===== src/rtl/htae_pkg.sv =====
package htae_pkg;

    // Fixed geometry of the tile grid and of the curve.
    localparam int GRID_ROWS    = 16;
    localparam int CURVE_SIDE   = 128;
    localparam int CURVE_BITS   = 7;
    localparam int FIELD_W      = 4;
    localparam int SPAN_W       = 4;
    localparam int NUM_W        = FIELD_W + CURVE_BITS;
    localparam int INDEX_W      = 14;
    localparam int ADDR_W       = 32;
    localparam int REGION_LIMIT = 12;
    localparam int INDEX_SHIFT  = 14;
    localparam int REGION_SHIFT = 28;

    // Quotient bits at and above this position are resolved in the first divide stage.
    localparam int DIV_SPLIT = 4;

    // One classified tile as it waits between the front and the back.
    typedef struct packed {
        logic [FIELD_W-1:0] region;
        logic               ridge;
        logic               pole;
        logic [NUM_W-1:0]   num_x;
        logic [SPAN_W-1:0]  span_x;
        logic [NUM_W-1:0]   num_y;
        logic [SPAN_W-1:0]  span_y;
    } t_work;

    // Result of one restoring division step.
    typedef struct packed {
        logic             q;
        logic [NUM_W-1:0] rem;
    } t_div;

    // One restoring division step for quotient bit k.
    function automatic t_div div_step(input logic [NUM_W-1:0] rem,
                                      input logic [SPAN_W-1:0] span,
                                      input int k);
        t_div             res;
        logic [NUM_W-1:0] shifted;
        shifted = NUM_W'(span) << k;
        if (rem >= shifted) begin
            res.q   = 1'b1;
            res.rem = rem - shifted;
        end else begin
            res.q   = 1'b0;
            res.rem = rem;
        end
        return res;
    endfunction

    // Hilbert xy-to-index mapping, one level per bit from the top down.
    // Coordinates wrap within their own width; only bits below the level are tested later.
    function automatic logic [INDEX_W-1:0] curve_order_index(input logic [CURVE_BITS-1:0] x_in,
                                                             input logic [CURVE_BITS-1:0] y_in);
        logic [CURVE_BITS-1:0] x;
        logic [CURVE_BITS-1:0] y;
        logic [CURVE_BITS-1:0] t;
        logic [CURVE_BITS-1:0] smask;
        logic                  bx;
        logic                  by;
        logic [INDEX_W-1:0]    d;
        x = x_in;
        y = y_in;
        d = '0;
        for (int k = CURVE_BITS - 1; k >= 0; k--) begin
            bx    = x[k];
            by    = y[k];
            d     = d | (INDEX_W'({bx, bx ^ by}) << (2 * k));
            smask = CURVE_BITS'((1 << k) - 1);
            if (!by) begin
                if (bx) begin
                    x = smask - x;
                    y = smask - y;
                end
                t = x;
                x = y;
                y = t;
            end
        end
        return d;
    endfunction

endpackage


===== src/rtl/htae_front.sv =====
module htae_front (
    input  logic                                i_clk,
    input  logic                                i_rst_n,
    input  logic                                i_valid,
    output logic                                o_stall,
    input  logic [htae_pkg::FIELD_W-1:0]        i_tile_col,
    input  logic [htae_pkg::FIELD_W-1:0]        i_tile_row,
    input  logic [htae_pkg::FIELD_W-1:0]        i_region_id,
    input  logic [htae_pkg::FIELD_W-1:0]        i_box_col_min,
    input  logic [htae_pkg::FIELD_W-1:0]        i_box_row_min,
    input  logic [htae_pkg::FIELD_W-1:0]        i_box_col_max,
    input  logic [htae_pkg::FIELD_W-1:0]        i_box_row_max,
    input  logic                                i_ridge_in,
    output logic                                o_push,
    input  logic                                i_push_ready,
    output htae_pkg::t_work                     o_item
);

    typedef struct packed {
        logic [htae_pkg::NUM_W-1:0]  num;
        logic [htae_pkg::SPAN_W-1:0] span;
    } t_axis;

    // Clamp the tile offset into the box and scale it up by the curve side minus one.
    // A degenerate or inverted box gives a zero numerator over a span of one.
    function automatic t_axis prep_axis(input logic [htae_pkg::FIELD_W-1:0] pos,
                                        input logic [htae_pkg::FIELD_W-1:0] lo,
                                        input logic [htae_pkg::FIELD_W-1:0] hi);
        t_axis                         res;
        logic [htae_pkg::FIELD_W-1:0]  off;
        if (hi <= lo) begin
            res.num  = '0;
            res.span = htae_pkg::SPAN_W'(1);
        end else begin
            res.span = hi - lo;
            if (pos < lo) begin
                off = '0;
            end else if (pos > hi) begin
                off = hi - lo;
            end else begin
                off = pos - lo;
            end
            res.num = htae_pkg::NUM_W'(off) * htae_pkg::NUM_W'(htae_pkg::CURVE_SIDE - 1);
        end
        return res;
    endfunction

    logic            r_valid;
    htae_pkg::t_work r_item;
    htae_pkg::t_work n_item;
    t_axis           ax;
    t_axis           ay;
    logic            accept;

    assign o_stall = r_valid && !i_push_ready;
    assign accept  = i_valid && !o_stall;
    assign o_push  = r_valid;
    assign o_item  = r_item;

    // Classify the beat: unassigned regions collapse to a zero item.
    // Their spans are one, so the divider returns zero coordinates and index.
    always_comb begin
        ax            = prep_axis(i_tile_col, i_box_col_min, i_box_col_max);
        ay            = prep_axis(i_tile_row, i_box_row_min, i_box_row_max);
        n_item        = '0;
        n_item.span_x = htae_pkg::SPAN_W'(1);
        n_item.span_y = htae_pkg::SPAN_W'(1);
        if (i_region_id < htae_pkg::FIELD_W'(htae_pkg::REGION_LIMIT)) begin
            n_item.region = i_region_id;
            n_item.ridge  = i_ridge_in;
            n_item.pole   = (i_tile_row <= htae_pkg::FIELD_W'(1)) ||
                            ((int'(i_tile_row) + 2) >= htae_pkg::GRID_ROWS);
            n_item.num_x  = ax.num;
            n_item.span_x = ax.span;
            n_item.num_y  = ay.num;
            n_item.span_y = ay.span;
        end
    end

    // Front register holds one classified beat until the queue takes it.
    always_ff @(posedge i_clk) begin
        if (!i_rst_n) begin
            r_valid <= 1'b0;
        end else if (!o_stall) begin
            r_valid <= i_valid;
        end
    end

    always_ff @(posedge i_clk) begin
        if (accept) begin
            r_item <= n_item;
        end
    end

endmodule


===== src/rtl/htae_queue.sv =====
module htae_queue #(
    parameter int DEPTH = 4
) (
    input  logic            i_clk,
    input  logic            i_rst_n,
    input  logic            i_push,
    output logic            o_ready,
    input  htae_pkg::t_work i_item,
    output logic            o_valid,
    input  logic            i_pop,
    output htae_pkg::t_work o_item
);

    localparam int PTR_W = $clog2(DEPTH);
    localparam int CNT_W = $clog2(DEPTH + 1);

    htae_pkg::t_work    r_mem [DEPTH];
    logic [PTR_W-1:0]   r_wr_ptr;
    logic [PTR_W-1:0]   r_rd_ptr;
    logic [CNT_W-1:0]   r_count;
    logic               push;
    logic               pop;

    assign o_ready = (r_count != CNT_W'(DEPTH));
    assign o_valid = (r_count != '0);
    assign push    = i_push && o_ready;
    assign pop     = i_pop && o_valid;
    assign o_item  = r_mem[r_rd_ptr];

    // Pointers and fill count.
    always_ff @(posedge i_clk) begin
        if (!i_rst_n) begin
            r_wr_ptr <= '0;
            r_rd_ptr <= '0;
            r_count  <= '0;
        end else begin
            if (push) begin
                r_wr_ptr <= (r_wr_ptr == PTR_W'(DEPTH - 1)) ? '0 : r_wr_ptr + PTR_W'(1);
            end
            if (pop) begin
                r_rd_ptr <= (r_rd_ptr == PTR_W'(DEPTH - 1)) ? '0 : r_rd_ptr + PTR_W'(1);
            end
            if (push && !pop) begin
                r_count <= r_count + CNT_W'(1);
            end else if (pop && !push) begin
                r_count <= r_count - CNT_W'(1);
            end
        end
    end

    // Entry storage.
    always_ff @(posedge i_clk) begin
        if (push) begin
            r_mem[r_wr_ptr] <= i_item;
        end
    end

`ifndef SYNTH
    a_count_bound: assert property (@(posedge i_clk) disable iff (!i_rst_n)
        r_count <= CNT_W'(DEPTH))
        else $error("queue fill count above depth");

    a_push_inc: assert property (@(posedge i_clk) disable iff (!i_rst_n)
        (push && !pop) |=> (r_count == $past(r_count) + CNT_W'(1)))
        else $error("queue count did not grow on push");

    a_pop_dec: assert property (@(posedge i_clk) disable iff (!i_rst_n)
        (pop && !push) |=> (r_count == $past(r_count) - CNT_W'(1)))
        else $error("queue count did not shrink on pop");
`endif

endmodule


===== src/rtl/htae_back.sv =====
module htae_back (
    input  logic                              i_clk,
    input  logic                              i_rst_n,
    input  logic                              i_valid,
    output logic                              o_pop,
    input  htae_pkg::t_work                   i_item,
    output logic                              o_valid,
    input  logic                              i_stall,
    output logic [htae_pkg::FIELD_W-1:0]      o_region_out,
    output logic [htae_pkg::INDEX_W-1:0]      o_curve_index,
    output logic                              o_ridge_flag,
    output logic                              o_pole_flag,
    output logic [htae_pkg::ADDR_W-1:0]       o_packed_address
);

    // Partial division state after the upper quotient bits.
    typedef struct packed {
        logic [htae_pkg::FIELD_W-1:0]    region;
        logic                            ridge;
        logic                            pole;
        logic [htae_pkg::NUM_W-1:0]      rem_x;
        logic [htae_pkg::SPAN_W-1:0]     span_x;
        logic [htae_pkg::CURVE_BITS-1:0] q_x;
        logic [htae_pkg::NUM_W-1:0]      rem_y;
        logic [htae_pkg::SPAN_W-1:0]     span_y;
        logic [htae_pkg::CURVE_BITS-1:0] q_y;
    } t_div_st;

    // Scaled point on the curve grid.
    typedef struct packed {
        logic [htae_pkg::FIELD_W-1:0]    region;
        logic                            ridge;
        logic                            pole;
        logic [htae_pkg::CURVE_BITS-1:0] x;
        logic [htae_pkg::CURVE_BITS-1:0] y;
    } t_point;

    // Finished result.
    typedef struct packed {
        logic [htae_pkg::FIELD_W-1:0] region;
        logic                         ridge;
        logic                         pole;
        logic [htae_pkg::INDEX_W-1:0] index;
    } t_result;

    logic          r_v1;
    logic          r_v2;
    logic          r_vo;
    t_div_st       r_s1;
    t_div_st       n_s1;
    t_point        r_s2;
    t_point        n_s2;
    t_result       r_out;
    t_result       n_out;
    htae_pkg::t_div dx;
    htae_pkg::t_div dy;
    logic          rdy_o;
    logic          rdy_2;
    logic          rdy_1;

    // Each stage advances when it is empty or the stage after it moves.
    assign rdy_o = !r_vo || !i_stall;
    assign rdy_2 = !r_v2 || rdy_o;
    assign rdy_1 = !r_v1 || rdy_2;
    assign o_pop = i_valid && rdy_1;

    // Stage one: upper quotient bits of both axes.
    always_comb begin
        n_s1        = '0;
        n_s1.region = i_item.region;
        n_s1.ridge  = i_item.ridge;
        n_s1.pole   = i_item.pole;
        n_s1.span_x = i_item.span_x;
        n_s1.span_y = i_item.span_y;
        n_s1.rem_x  = i_item.num_x;
        n_s1.rem_y  = i_item.num_y;
        for (int k = htae_pkg::CURVE_BITS - 1; k >= htae_pkg::DIV_SPLIT; k--) begin
            dx         = htae_pkg::div_step(n_s1.rem_x, n_s1.span_x, k);
            dy         = htae_pkg::div_step(n_s1.rem_y, n_s1.span_y, k);
            n_s1.q_x[k] = dx.q;
            n_s1.rem_x  = dx.rem;
            n_s1.q_y[k] = dy.q;
            n_s1.rem_y  = dy.rem;
        end
    end

    // Stage two: lower quotient bits, giving the scaled coordinates.
    always_comb begin
        t_div_st        w;
        htae_pkg::t_div sx;
        htae_pkg::t_div sy;
        w = r_s1;
        for (int k = htae_pkg::DIV_SPLIT - 1; k >= 0; k--) begin
            sx       = htae_pkg::div_step(w.rem_x, w.span_x, k);
            sy       = htae_pkg::div_step(w.rem_y, w.span_y, k);
            w.q_x[k] = sx.q;
            w.rem_x  = sx.rem;
            w.q_y[k] = sy.q;
            w.rem_y  = sy.rem;
        end
        n_s2.region = w.region;
        n_s2.ridge  = w.ridge;
        n_s2.pole   = w.pole;
        n_s2.x      = w.q_x;
        n_s2.y      = w.q_y;
    end

    // Stage three: walk the curve levels to get the index.
    always_comb begin
        n_out.region = r_s2.region;
        n_out.ridge  = r_s2.ridge;
        n_out.pole   = r_s2.pole;
        n_out.index  = htae_pkg::curve_order_index(r_s2.x, r_s2.y);
    end

    // Stage valid bits.
    always_ff @(posedge i_clk) begin
        if (!i_rst_n) begin
            r_v1 <= 1'b0;
            r_v2 <= 1'b0;
            r_vo <= 1'b0;
        end else begin
            if (rdy_1) begin
                r_v1 <= i_valid;
            end
            if (rdy_2) begin
                r_v2 <= r_v1;
            end
            if (rdy_o) begin
                r_vo <= r_v2;
            end
        end
    end

    // Stage payloads.
    always_ff @(posedge i_clk) begin
        if (o_pop) begin
            r_s1 <= n_s1;
        end
        if (rdy_2 && r_v1) begin
            r_s2 <= n_s2;
        end
        if (rdy_o && r_v2) begin
            r_out <= n_out;
        end
    end

    assign o_valid          = r_vo;
    assign o_region_out     = r_out.region;
    assign o_curve_index    = r_out.index;
    assign o_ridge_flag     = r_out.ridge;
    assign o_pole_flag      = r_out.pole;
    assign o_packed_address = {r_out.region, r_out.index, {htae_pkg::INDEX_SHIFT{1'b0}}};

endmodule


===== src/rtl/hilbert_tile_address_encoder_top.sv =====
// Hilbert tile address encoder.
// Input channel: i_valid / o_stall with one tile per beat (column, row, region,
// bounding box and ridge bit). Output channel: o_valid / i_stall with one result
// per beat (region, 14-bit curve index, ridge flag, pole flag, packed address).
// A beat moves at a rising edge where valid is high and stall is low.
// Throughput is one tile per cycle while neither side stalls; the path is
// set by the front register, the queue, two divide stages that scale each
// axis onto the 128x128 grid and one stage that walks the seven curve levels
// into the output register.
// The queue holds QUEUE_DEPTH classified tiles, so the front keeps taking beats
// while the back is stalled; o_stall rises only once the front register and
// the queue are both full.
// Unassigned regions produce an all-zero result beat.
// Reset is synchronous and active low: it empties the front register, the
// queue and the back stages; no result is shown until new beats arrive.
// While i_stall is high the result on the output ports holds steady.
module hilbert_tile_address_encoder_top #(
    parameter int QUEUE_DEPTH = 4
) (
    input  logic                              i_clk,
    input  logic                              i_rst_n,
    input  logic                              i_valid,
    output logic                              o_stall,
    input  logic [htae_pkg::FIELD_W-1:0]      i_tile_col,
    input  logic [htae_pkg::FIELD_W-1:0]      i_tile_row,
    input  logic [htae_pkg::FIELD_W-1:0]      i_region_id,
    input  logic [htae_pkg::FIELD_W-1:0]      i_box_col_min,
    input  logic [htae_pkg::FIELD_W-1:0]      i_box_row_min,
    input  logic [htae_pkg::FIELD_W-1:0]      i_box_col_max,
    input  logic [htae_pkg::FIELD_W-1:0]      i_box_row_max,
    input  logic                              i_ridge_in,
    output logic                              o_valid,
    input  logic                              i_stall,
    output logic [htae_pkg::FIELD_W-1:0]      o_region_out,
    output logic [htae_pkg::INDEX_W-1:0]      o_curve_index,
    output logic                              o_ridge_flag,
    output logic                              o_pole_flag,
    output logic [htae_pkg::ADDR_W-1:0]       o_packed_address
);

    logic            push;
    logic            push_ready;
    logic            q_valid;
    logic            pop;
    htae_pkg::t_work front_item;
    htae_pkg::t_work q_item;

    // Front: takes beats and classifies them.
    htae_front u_front (
        .i_clk        (i_clk),
        .i_rst_n      (i_rst_n),
        .i_valid      (i_valid),
        .o_stall      (o_stall),
        .i_tile_col   (i_tile_col),
        .i_tile_row   (i_tile_row),
        .i_region_id  (i_region_id),
        .i_box_col_min(i_box_col_min),
        .i_box_row_min(i_box_row_min),
        .i_box_col_max(i_box_col_max),
        .i_box_row_max(i_box_row_max),
        .i_ridge_in   (i_ridge_in),
        .o_push       (push),
        .i_push_ready (push_ready),
        .o_item       (front_item)
    );

    // Queue between front and back.
    htae_queue #(
        .DEPTH(QUEUE_DEPTH)
    ) u_queue (
        .i_clk  (i_clk),
        .i_rst_n(i_rst_n),
        .i_push (push),
        .o_ready(push_ready),
        .i_item (front_item),
        .o_valid(q_valid),
        .i_pop  (pop),
        .o_item (q_item)
    );

    // Back: scaling, curve index and output register.
    htae_back u_back (
        .i_clk           (i_clk),
        .i_rst_n         (i_rst_n),
        .i_valid         (q_valid),
        .o_pop           (pop),
        .i_item          (q_item),
        .o_valid         (o_valid),
        .i_stall         (i_stall),
        .o_region_out    (o_region_out),
        .o_curve_index   (o_curve_index),
        .o_ridge_flag    (o_ridge_flag),
        .o_pole_flag     (o_pole_flag),
        .o_packed_address(o_packed_address)
    );

endmodule


===== config.mk =====
export PLATFORM = sky130hd
export DESIGN_NAME = hilbert_tile_address_encoder_top
export DESIGN_NICKNAME = d
export VERILOG_FILES = /design/src/rtl/htae_pkg.sv /design/src/rtl/htae_front.sv /design/src/rtl/htae_queue.sv /design/src/rtl/htae_back.sv /design/src/rtl/hilbert_tile_address_encoder_top.sv
export SDC_FILE = /design/constraint.sdc
export NUM_CORES = 1
export LEC_CHECK = 0
export BUFFER_PORTS_ARGS = -buffer_cell sky130_fd_sc_hd__buf_2
export CORE_AREA = 2 2 178 180
export DETAILED_ROUTE_END_ITERATION = 16
export DIE_AREA = 0 0 180 182
export GPL_TIMING_DRIVEN = 0
export PLACE_DENSITY = 0.81
export SETUP_SLACK_MARGIN = 0.15
export SYNTH_ARGS = -nofsm -noshare
export SYNTH_HDL_FRONTEND = slang
export SYNTH_SLANG_ARGS = --single-unit

===== constraint.sdc =====
create_clock -name i_clk -period 7.95 [get_ports i_clk]
set_input_delay 0.3975 -clock i_clk [delete_from_list [all_inputs] [get_ports i_clk]]
set_output_delay 0.3975 -clock i_clk [all_outputs]
set_load 0.05 [all_outputs]

* Word level (Yosys, flattened, before mapping) *
Memory sizes are Yosys's and may differ from the RTL's. A register that Yosys moved wholly into a read port is not among the register bits.
Cells that the tools add are included.

operators by class
  bitwise gates (word level) = 14
  reduce and logical (&&, ||, !) cells = 25
  add/subtract/negate cells = 35
  order comparisons = 23
  muxes and demuxes = 52
  multiply operators = 2
  equality and inequality tests = 3

operators with widths
  operator                                              count
  2-to-1 mux 12 bit                                     14
  2-to-1 mux 4 bit                                      10
  >= comparator 32 x 6 -> 1 bit, second input constant  1
  2-to-1 mux 6 bit                                      4
  >= comparator 11 x 10 -> 1 bit                        2
  >= comparator 11 x 4 -> 1 bit                         2
  >= comparator 11 x 5 -> 1 bit                         2
  >= comparator 11 x 6 -> 1 bit                         2
  >= comparator 11 x 7 -> 1 bit                         2
  >= comparator 11 x 8 -> 1 bit                         2
  >= comparator 11 x 9 -> 1 bit                         2
  multiplier 4 x 7 -> 11 bit, second input constant     2
  subtractor 11 x 10 -> 11 bit                          2
  subtractor 11 x 4 -> 11 bit                           2
  subtractor 11 x 5 -> 11 bit                           2
  subtractor 11 x 6 -> 11 bit                           2
  subtractor 11 x 7 -> 11 bit                           2
  subtractor 11 x 8 -> 11 bit                           2
  subtractor 11 x 9 -> 11 bit                           2
  2-to-1 mux 5 bit                                      4
  2-to-1 mux 3 bit                                      6
  2-to-1 mux 2 bit                                      8
  subtractor 4 bit                                      4
  bitwise OR 14 x 10 -> 14 bit                          1
  31 further kinds                                      72

storage, ports and cells
  word-level logic and storage cells = 187
  memories kept = 1
  register bits = 129
  output and inout bits = 54
  input port bits = 33
  bits in writable memories = 144

memory list
  memory         depth  width  rd ports  clocked after Yosys merged registers in  write ports  RTL line          RTL
  u_queue.r_mem  4      36     1         1                                        1            htae_queue.sv:17  htae_pkg::t_work r_mem [DEPTH];

* Logic depth before layout (Yosys ltp) *
Gate-level depths: netlist of the first run.

  depth after elaboration = 20
  gate-level depth with buffers = 36
  mapped depth without buffers = 34

* By module *
From an unflattened synthesis of the first run, not the netlist that was laid out.

unflattened totals
  cells, all modules = 1340
  area total of the unflattened synthesis = 16656.0 µm²

by module, submodules not included
  module      cells each  area an instance (µm²)  seq. area each (µm²)  times used
  htae_back   808         7786.2                  2522.4                1
  htae_queue  239         5681.7                  4504.3                1
  htae_front  293         3188.1                  1101.1                1

* Least setup slack after synthesis of the first run *
OpenSTA, ideal clock, no wires.

  kind = reg-to-reg
  start point = register with a tool-made name
  end point = register u_back.r_s1[19] in the netlist's numbering, data pin
  setup time = 0.257 ns
  cell stages (with the launch flop) = 28
  clock period less this slack = 6.930 ns
  setup slack = 1.020 ns
  required time = 7.693 ns
  data arrival time = 6.672 ns
  path buffers = 6
  path through = dfxtp_1 buf_6 buf_2 clkbuf_1 buf_1 mux4_2 ha_1 nand4_1 or4_4 nand3_1 mux2_2 ha_1 a21o_1 a21oi_1 nand2_1 a2111o_1 buf_2 o21ai_0 inv_1 ha_1 nor2b_1 o21ai_0 nand2b_1 and2_2 nor2b_4 buf_6 nor2_4 xor2_2

RTL lines
  what                  RTL line          RTL
  to (signal assigned)  htae_back.sv:138  r_s1 <= n_s1;
  to (decl)             htae_back.sv:49   t_div_st r_s1;

==> results.yml, run 1 <==
run_status:
  status: "complete, no violations"
sta:
  fin_crit_sh_pct: 93.3
  timing.hold.ws_ps: 73.9
  final.setup_skew_ps: 20.9
  finalHoldViolCount: 0
  fmax_mhz: 135
  worst_pin_slew_ps: 849
  setup_ws_ps: 533
  fin_crit_ps: 7420
  finalMaxSlewViolations: 0
  rsz0062_at_grt: "yes"
  relSlewSlack_pct: 43.2
  setup_viol: 0
place:
  place.gp.congestion: 0.872
  pre_cts_slack_ps: -379
  dpl-instance-area_um2: 17800
  numPortBuffers: 72
  place_inst: 1868
  hpwlAfterDp_um: 23700
grt:
  antenna_found_initial: 0
  grt_usage_pct: 20.1
  grt_first_pass_wirelength_um: 54500
  grt-ovfl-total: 0
  grt_max_degree: 44
  grt_pass1_vias: 11200
route:
  dr.pass1.iters: 5
  finalWirelength_um: 32400
  avgRoutedWirePerCell_um: 16.9
  drc_errors: 0
  vias: 11000
  ant_nets: 0
  drtIter0Drc: 902
  vias_per_cell: 5.71
logic_synthesis:
  synth-xor-area-share_pct: 4.60
  synth_top_family_by_area: "adder cells"
  synthMuxAreaShare_pct: 7.85
  synthSimpleGateAreaFrac_pct: 10.6
  synth_enable_flop_cells: 262
  synth_area_um2: 16700
  synthArstFlopShare_pct: 0
  synth-seq-cells: 275
  yosysWarnings: 0
  synth-compound-area-share_pct: 11.3
  yosysSeqAreaShare_pct: 48.6
  postSynthAreaPerCell_um2: 12.2
  synthAdderAreaFrac_pct: 12.0
  yosysUniqueCellTypes: 85
  synth_ff_type: "edfxtp_1"
  synth_cells: 1374
clock_tree:
  htree_levels: 1
  cts_sinks: 275
  cts_tree: "built"
  clk_pin_slew_ps: 60
  cts_root_buffer: "clkbuf_16"
  cts_buffers: 27
  clockBufferDepth: 3
  insertion_delay_ps: 540
  ctsHoldBuffers: 0
floorplan:
  die_h_um: 182
  io_pins: 87
  die_w_um: 180
  initial_core_util_pct: 54.0
  core_um2: 31000
  rows: 65
  die_area_um2: 32800
run:
  cap_violations: 0
hold_path:
  hp-class: "in -> reg"
layout:
  nets: 1674
  antennaDiodeCount: 0
  instances_no_fill: 1921
  final_area_um2: 18700
  syn_to_final_growth_pct: 12.0
  drive_above_1_share_pct: 16.8
critical_path:
  critPathArrivalTime_ps: 7690
  worst-setup-path-type: "reg -> reg"
  crit_top_cell: "inv_1"
  start_kind: "register"
  crit_slowest_cell: "or4_1"
  crit_path_end_kind: "register"
  slowest_delay_ps: 470
  crit_fanout: 6
  worstPathRequired_ps: 8220
==> registers in the layout (all words and copies together), names as in the netlist, 2 cells and up, named ones only <==
signal and count:
u_queue.r_mem 144, u_queue.r_wr_ptr 2, u_front.o_item 36, u_back.r_s2 14, u_back.o_curve_index 14, u_queue.r_count 3
u_back.n_out 6, u_back.n_s2 12, u_back.o_region_out 4, u_queue.r_rd_ptr 2, u_back.r_s1 30
==> cell type report <==
type	instances	area, um2
clock buffer	31	691
inverter	106	398
fill	2354	12300
tap	402	503
sequential	275	8130
multi-input combinational	930	7860
timing repair buffer	84	541
buffer	74	434
clock inverter	19	174
==> path summary, 6_finish.rpt <==
| kind | startpoint | end | slack, ps | cells after the start |
|---|---|---|---|---|
| setup reg to reg | u_back.r_s1[36]$_DFFE_PP_ | u_back.r_s2[7]$_DFFE_PP_ | 530 | 32 |
| setup / recovery | u_back.r_s1[36]$_DFFE_PP_ | u_back.r_s2[7]$_DFFE_PP_ | 530 | 32 |
| hold / removal | i_valid | u_front.o_push$_SDFFE_PN0N_ | 70 | 2 |
| hold reg to reg | u_back.n_out[15]$_DFFE_PP_ | u_back.o_ridge_flag$_DFFE_PP_ | 410 | 0 |
==> layer usage <==
layer,GRT usage [%],up-vias,part of all wire [%]
met5,0,-,0
met4,7.02,0,2.5
met3,2.47,66,4.8
met2,36.0,332,50
met1,25.3,5261,43
li1,-,5303,-
==> stage by stage <==
stage | TNS (ps) | utilization (%)
floorplan | 0 | -
global placement | -653 | 56.9
detailed placement | -2500 | 57.4
CTS | 0 | 60.2
global route | 0 | 60.4
finish | 0 | 60.4
==> placed cells by master (no fill, tap or decap), types with 18 or more instances in the layout <==
cell type / instances
inv_1: 105
xor2_1: 50
nand2b_1: 27
fa_1: 29
mux2i_1: 37
clkbuf_16: 27
xnor2_1: 36
o21ai_0: 47
nor3_1: 18
buf_2: 85
a21o_1: 40
nand2_1: 42
a21oi_1: 61
edfxtp_1: 262
o211ai_1: 18
nor2_1: 73
and2_1: 22
mux4_2: 32
nor2b_1: 29
ha_1: 114
clkbuf_1: 25
buf_4: 36
==> logic make-up after synthesis <==
| group | Yosys count |
|---|---|
| xor gates and xnor gates | 87 |
| AOI/OAI and AO/OA | 281 |
| other | 1 |
| adders and majority gates | 143 |
| and+or+nand+nor | 318 |
| DFF | 275 |
| buffers and inverters | 182 |
| muxes | 87 |
==> Yosys cell counts (5+ instances only) <==
cell | count | area share (%)
a211o_1 | 7 | 0.37
a211oi_1 | 10 | 0.45
a21boi_0 | 8 | 0.36
a21o_1 | 40 | 1.8
a21oi_1 | 65 | 1.9
a31oi_1 | 7 | 0.26
and2_1 | 26 | 0.97
buf_1 | 6 | 0.13
buf_2 | 13 | 0.39
buf_4 | 32 | 1.4
clkbuf_1 | 23 | 0.52
dfxtp_1 | 13 | 1.6
edfxtp_1 | 262 | 47
fa_1 | 29 | 3.5
ha_1 | 114 | 8.5
inv_1 | 106 | 2.4
mux2_2 | 14 | 0.94
mux2i_1 | 37 | 2.2
mux4_2 | 32 | 4.3
nand2_1 | 42 | 0.94
nand2b_1 | 27 | 1.0
nand3_1 | 15 | 0.45
nand3b_1 | 8 | 0.36
nand4_1 | 12 | 0.45
nor2_1 | 74 | 1.7
nor2b_1 | 31 | 1.2
nor3_1 | 18 | 0.54
nor3b_1 | 7 | 0.31
nor4_1 | 7 | 0.26
o211ai_1 | 18 | 0.81
o21a_1 | 11 | 0.49
o21ai_0 | 49 | 1.5
o21bai_1 | 6 | 0.27
o221ai_1 | 8 | 0.42
o31ai_1 | 5 | 0.22
or2_2 | 9 | 0.34
or3_1 | 14 | 0.52
xnor2_1 | 36 | 1.9
xor2_1 | 50 | 2.6
==> worst max-delay path: cells and delay by family, from the launching register on <==
| kind | cells | cell delay (ps) |
|---|---|---|
| compound gates | 10 | 2240 |
| mux | 1 | 180 |
| buf+inv | 7 | 810 |
| simple gates | 9 | 2020 |
| flops | 1 | 400 |
| fa+ha+maj | 5 | 1500 |
==> timing repair <==
action	CTS	global route
pin swaps	1	1
gates resized for setup	3	15
endpoints found under the setup margin	15	18
buffers inserted	2	3
Power of run 1 is not shown: default switching activity piles up to over one toggle a cycle in this logic, so the estimate is an artifact.
==> inputs of run 2 (changes only) <==
- CORE_AREA: 2 2 178 180 -> 2 2 205 156
- CTS_CLUSTER_DIAMETER: unset -> 60
- DIE_AREA: 0 0 180 182 -> 0 0 207 158
- SETUP_SLACK_MARGIN: 0.15 -> 0.05
==> results.yml, run 2 (synthesized netlist as in run 1, its figures left out) <==
run_status:
  status: "complete, no violations"
grt:
  grt_max_degree: 44
  antenna_found_initial: 1
  grt_pass1_vias: 10700
  grt_usage_pct: 20.5
  grt_first_pass_wirelength_um: 54600
  grt-ovfl-total: 0
route:
  m1WireLength_um: 15100
  drc_errors: 0
  vias_per_cell: 5.73
  dr.pass1.iters: 5
  met3_length_um: 1830
  ant_nets: 0
  dr_wl_met2_um: 15700
  avgRoutedWirePerCell_um: 17.2
  finalWirelength_um: 33300
  drtIter0Drc: 868
  top_layer: "met4"
  vias: 11100
sta:
  relSlewSlack_pct: 37.5
  finalMaxSlewViolations: 0
  rsz0062_at_grt: "yes"
  fin_crit_sh_pct: 94.7
  fmax_mhz: 133
  worst_pin_slew_ps: 935
  fin_crit_ps: 7530
  final.setup_skew_ps: 45.8
  setup_viol: 0
  finalHoldViolCount: 0
clock_tree:
  cts_sinks: 275
  insertion_delay_ps: 570
  clockBufferDepth: 3
  htree_levels: 1
  cts_root_buffer: "clkbuf_16"
  clk_pin_slew_ps: 70
  ctsHoldBuffers: 0
  cts_buffers: 28
  cts_tree: "built"
layout:
  final_common_cell: "edfxtp_1"
  largest_register_ffs: 144
  antennaDiodeCount: 0
  largest-register: "u_queue.r_mem"
  drive_above_1_share_pct: 17.4
  nets: 1680
  syn_to_final_growth_pct: 12.6
  fin_util_pct: 61.1
  final_cell_mix: "262 x edfxtp_1, 114 x ha_1, 105 x inv_1"
run:
  cap_violations: 0
critical_path:
  crit_path_end_kind: "register"
  worstPathRequired_ps: 8210
  worst-setup-path-type: "reg -> reg"
  crit_family: "compound AO/OA/AOI/OAI gates"
  critPathArrivalTime_ps: 7800
  crit_fanout: 10
  crit_slowest_cell: "fa_1"
  slowest_delay_ps: 490
  start_kind: "register"
  cp_num_buf_inv: 6
floorplan:
  die_area_um2: 32700
  initial_core_util_pct: 54.2
  die_w_um: 207
  die_h_um: 158
  rows: 56
  io_pins: 87
  core_um2: 30800
place:
  hpwlAfterDp_um: 24800
  numPortBuffers: 72
  place.gp.congestion: 0.881
hold_path:
  hp-class: "in -> reg"
## run 2: changes by cell type in the layout (fill, tap and decap cells not counted), sizes merged
| cell | before | now |
|---|---|---|
| clkbuf | 54 | 53 |
| clkinv | 14 | 17 |
| inv | 107 | 108 |
| bufinv | 3 | 2 |
| buf | 135 | 140 |
## run 2: layout make-up
type                       instances  area [um2]
fill                            2389       12000
inverter                         106         398
tap                              406         508
sequential                       275        8130
clock inverter                    22         189
buffer                            74         434
multi-input combinational        930        7860
timing repair buffer              89         593
clock buffer                      30         708
## run 2: worst register-to-register path, delay by kind of cell, from the launching register on
kind	cells	cell delay (ps)
AOI/OAI and AO/OA	12	2650
buffers and inverters	6	890
and+or+nand+nor	10	1750
adders and majority gates	4	1310
muxes	1	180
DFF	1	460
## run 2: layer usage
layer / global-route usage [%] / vias up
met5: 0 / -
met4: 5.27 / 0
met3: 3.04 / 45
met2: 34.6 / 299
met1: 28.0 / 5404
li1: - / 5327
## run 2: path summary, 6_finish.rpt
kind | start | endpoint | slack, ps | depth (start not counted)
worst max-delay path | u_back.r_s1[30]$_DFFE_PP_ | u_back.r_s2[7]$_DFFE_PP_ | 420 | 33
worst min-delay path | i_valid | u_front.o_push$_SDFFE_PN0N_ | 50 | 2
worst max register to register | u_back.r_s1[30]$_DFFE_PP_ | u_back.r_s2[7]$_DFFE_PP_ | 420 | 33
worst min register to register | u_back.n_out[16]$_DFFE_PP_ | u_back.o_region_out[0]$_DFFE_PP_ | 420 | 0
## run 2: what timing repair did
item | 4_1_cts | 5_1_grt
setup buffers | 3 | 7
setup endpoints to repair | 16 | 17
pin swaps | 1 | 2
resized for setup | 6 | 12
## run 2: metrics by stage
step | setup TNS (ps) | instances | setup slack [ps] | area (um2) | hold WS (ps)
detailed placement | -3290 | 1872 | -533 | 17800 | 405
floorplan | 0 | 1387 | 1020 | 16800 | 400
CTS | 0 | 1927 | 167 | 18700 | 25.6
global route | 0 | 1932 | 19.2 | 18800 | 46.2
finish | 0 | 1932 | 418 | 18800 | 53.3
global placement | -668 | 1865 | -178 | 17600 | 402
Power of run 2 is left out for the same reason.
==> inputs of run 3 (changes only) <==
- HOLD_SLACK_MARGIN: unset -> 0.05
- clock period: 7.95 -> 9.6 ns (I/O delays scaled with it)
==> results.yml, run 3 (synthesized netlist as in run 1, its figures left out) <==
run_status:
  status: "complete, no violations"
sta:
  setup_viol: 0
  fin_setup_tns_ps: 0
  fin_crit_sh_pct: 89.9
  finalMaxSlewViolations: 0
  rsz0062_at_grt: "no"
  finalHoldViolCount: 0
  relSlewSlack_pct: 37.4
  final.setup_skew_ps: 48.0
  fin_crit_ps: 8630
  fmax_mhz: 116
  worst_pin_slew_ps: 935
clock_tree:
  cts-resized-gates: 0
  cts_setup_buffers: 0
  clockBufferDepth: 3
  htree_levels: 1
  insertion_delay_ps: 570
  cts_root_buffer: "clkbuf_16"
  cts_buffers: 28
  clk_pin_slew_ps: 70
  ctsHoldBuffers: 0
  cts_tree: "built"
  cts_sinks: 275
floorplan:
  io_pins: 87
  initial_core_util_pct: 54.2
  die_area_um2: 32700
  core_um2: 30800
  rows: 56
  die_h_um: 158
  die_w_um: 207
route:
  drc_errors: 0
  vias: 11000
  ant_nets: 0
  finalWirelength_um: 33200
  drtIter0Drc: 844
  vias_per_cell: 5.73
  avgRoutedWirePerCell_um: 17.2
  dr.pass1.iters: 5
critical_path:
  crit_path_end_kind: "register"
  crit_fanout: 10
  endpoint: "u_back.r_s1[43]$_DFFE_PP_"
  start_kind: "register"
  worstRegToRegCells: 27
  worst-setup-path-type: "reg -> reg"
  critPathArrivalTime_ps: 8900
  rrSetupSlack_ps: 970
  rr_endpoint: "u_back.r_s1[43]$_DFFE_PP_"
  worstPathRequired_ps: 9870
layout:
  final_cell_mix: "262 x edfxtp_1, 114 x ha_1, 105 x inv_1"
  largest_register_ffs: 144
  final_common_cell: "edfxtp_1"
  antennaDiodeCount: 0
  fillCellCount: 2389
  largest-register: "u_queue.r_mem"
  multiInputGateArea_um2: 7820
  drive_above_1_share_pct: 16.3
  register_area_um2: 8130
  fin_util_pct: 60.6
  nets: 1672
  syn_to_final_growth_pct: 11.8
grt:
  grt_first_pass_wirelength_um: 54500
  antenna_found_initial: 1
  grt-ovfl-total: 0
  grt_max_degree: 44
  grt_usage_pct: 20.4
  grt_pass1_vias: 10700
place:
  numPortBuffers: 72
  hpwlAfterDp_um: 24800
  place.gp.congestion: 0.881
hold_path:
  hp-class: "in -> reg"
run:
  cap_violations: 0
run 3: routing by layer:
layer	global-route usage [%]	up-vias	wire length, um
met1	28.0	5337	15100
met2	34.5	331	15600
met4	5.14	0	600
li1	-	5316	-
met5	0	-	0
met3	2.94	43	1870
run 3: worst max-delay path, cell delays in order (launching register included):
cell and delay, ps:
dfxtp_1 380, buf_6 220, buf_2 360, clkbuf_1 580, buf_1 770, mux4_2 610, inv_1 160, ha_1 300
o21ai_0 110, a21boi_0 170, a211o_1 290, buf_2 170, mux2i_1 220, fa_1 490, a21o_1 200, a21o_1 200
a221oi_1 290, nand2_1 290, o21ai_0 540, inv_1 100, ha_1 310, nor2b_1 130, o21ai_0 160, nand2b_1 120
a21oi_1 250, nand4_1 470, nand4_1 310, xor2_1 100
run 3: final cells by class:
type	count	share of cell area (%)
multi-input combinational	930	41.8
inverter	106	2.13
timing repair buffer	79	2.70
sequential	275	43.5
buffer	76	2.34
tap	406	2.72
clock inverter	22	1.01
clock buffer	30	3.79
run 3: worst min-delay path by stage:
stage,start,end,slack (ps),cells after the start
finish,i_valid,u_front.o_push$_SDFFE_PN0N_,140,2
global placement,u_back.n_s2[15]$_DFFE_PP_,u_back.n_out[15]$_DFFE_PP_,400,0
CTS,i_valid,u_front.o_push$_SDFFE_PN0N_,110,2
global route,i_valid,u_front.o_push$_SDFFE_PN0N_,130,2
floorplan,u_back.n_s2[14]$_DFFE_PP_,u_back.n_out[14]$_DFFE_PP_,400,0
detailed placement,u_back.n_out[16]$_DFFE_PP_,u_back.o_region_out[0]$_DFFE_PP_,400,0
run 3: through the flow:
stage | area, um2 | cells | hold WS, ps | setup slack (ps)
finish | 18700 | 1924 | 135 | 972
global placement | 17600 | 1865 | 402 | 1470
floorplan | 16800 | 1387 | 400 | 2670
global route | 18700 | 1924 | 129 | 237
CTS | 18700 | 1924 | 108 | 999
detailed placement | 17800 | 1872 | 405 | 1120
Power of run 3 is left out for the same reason.
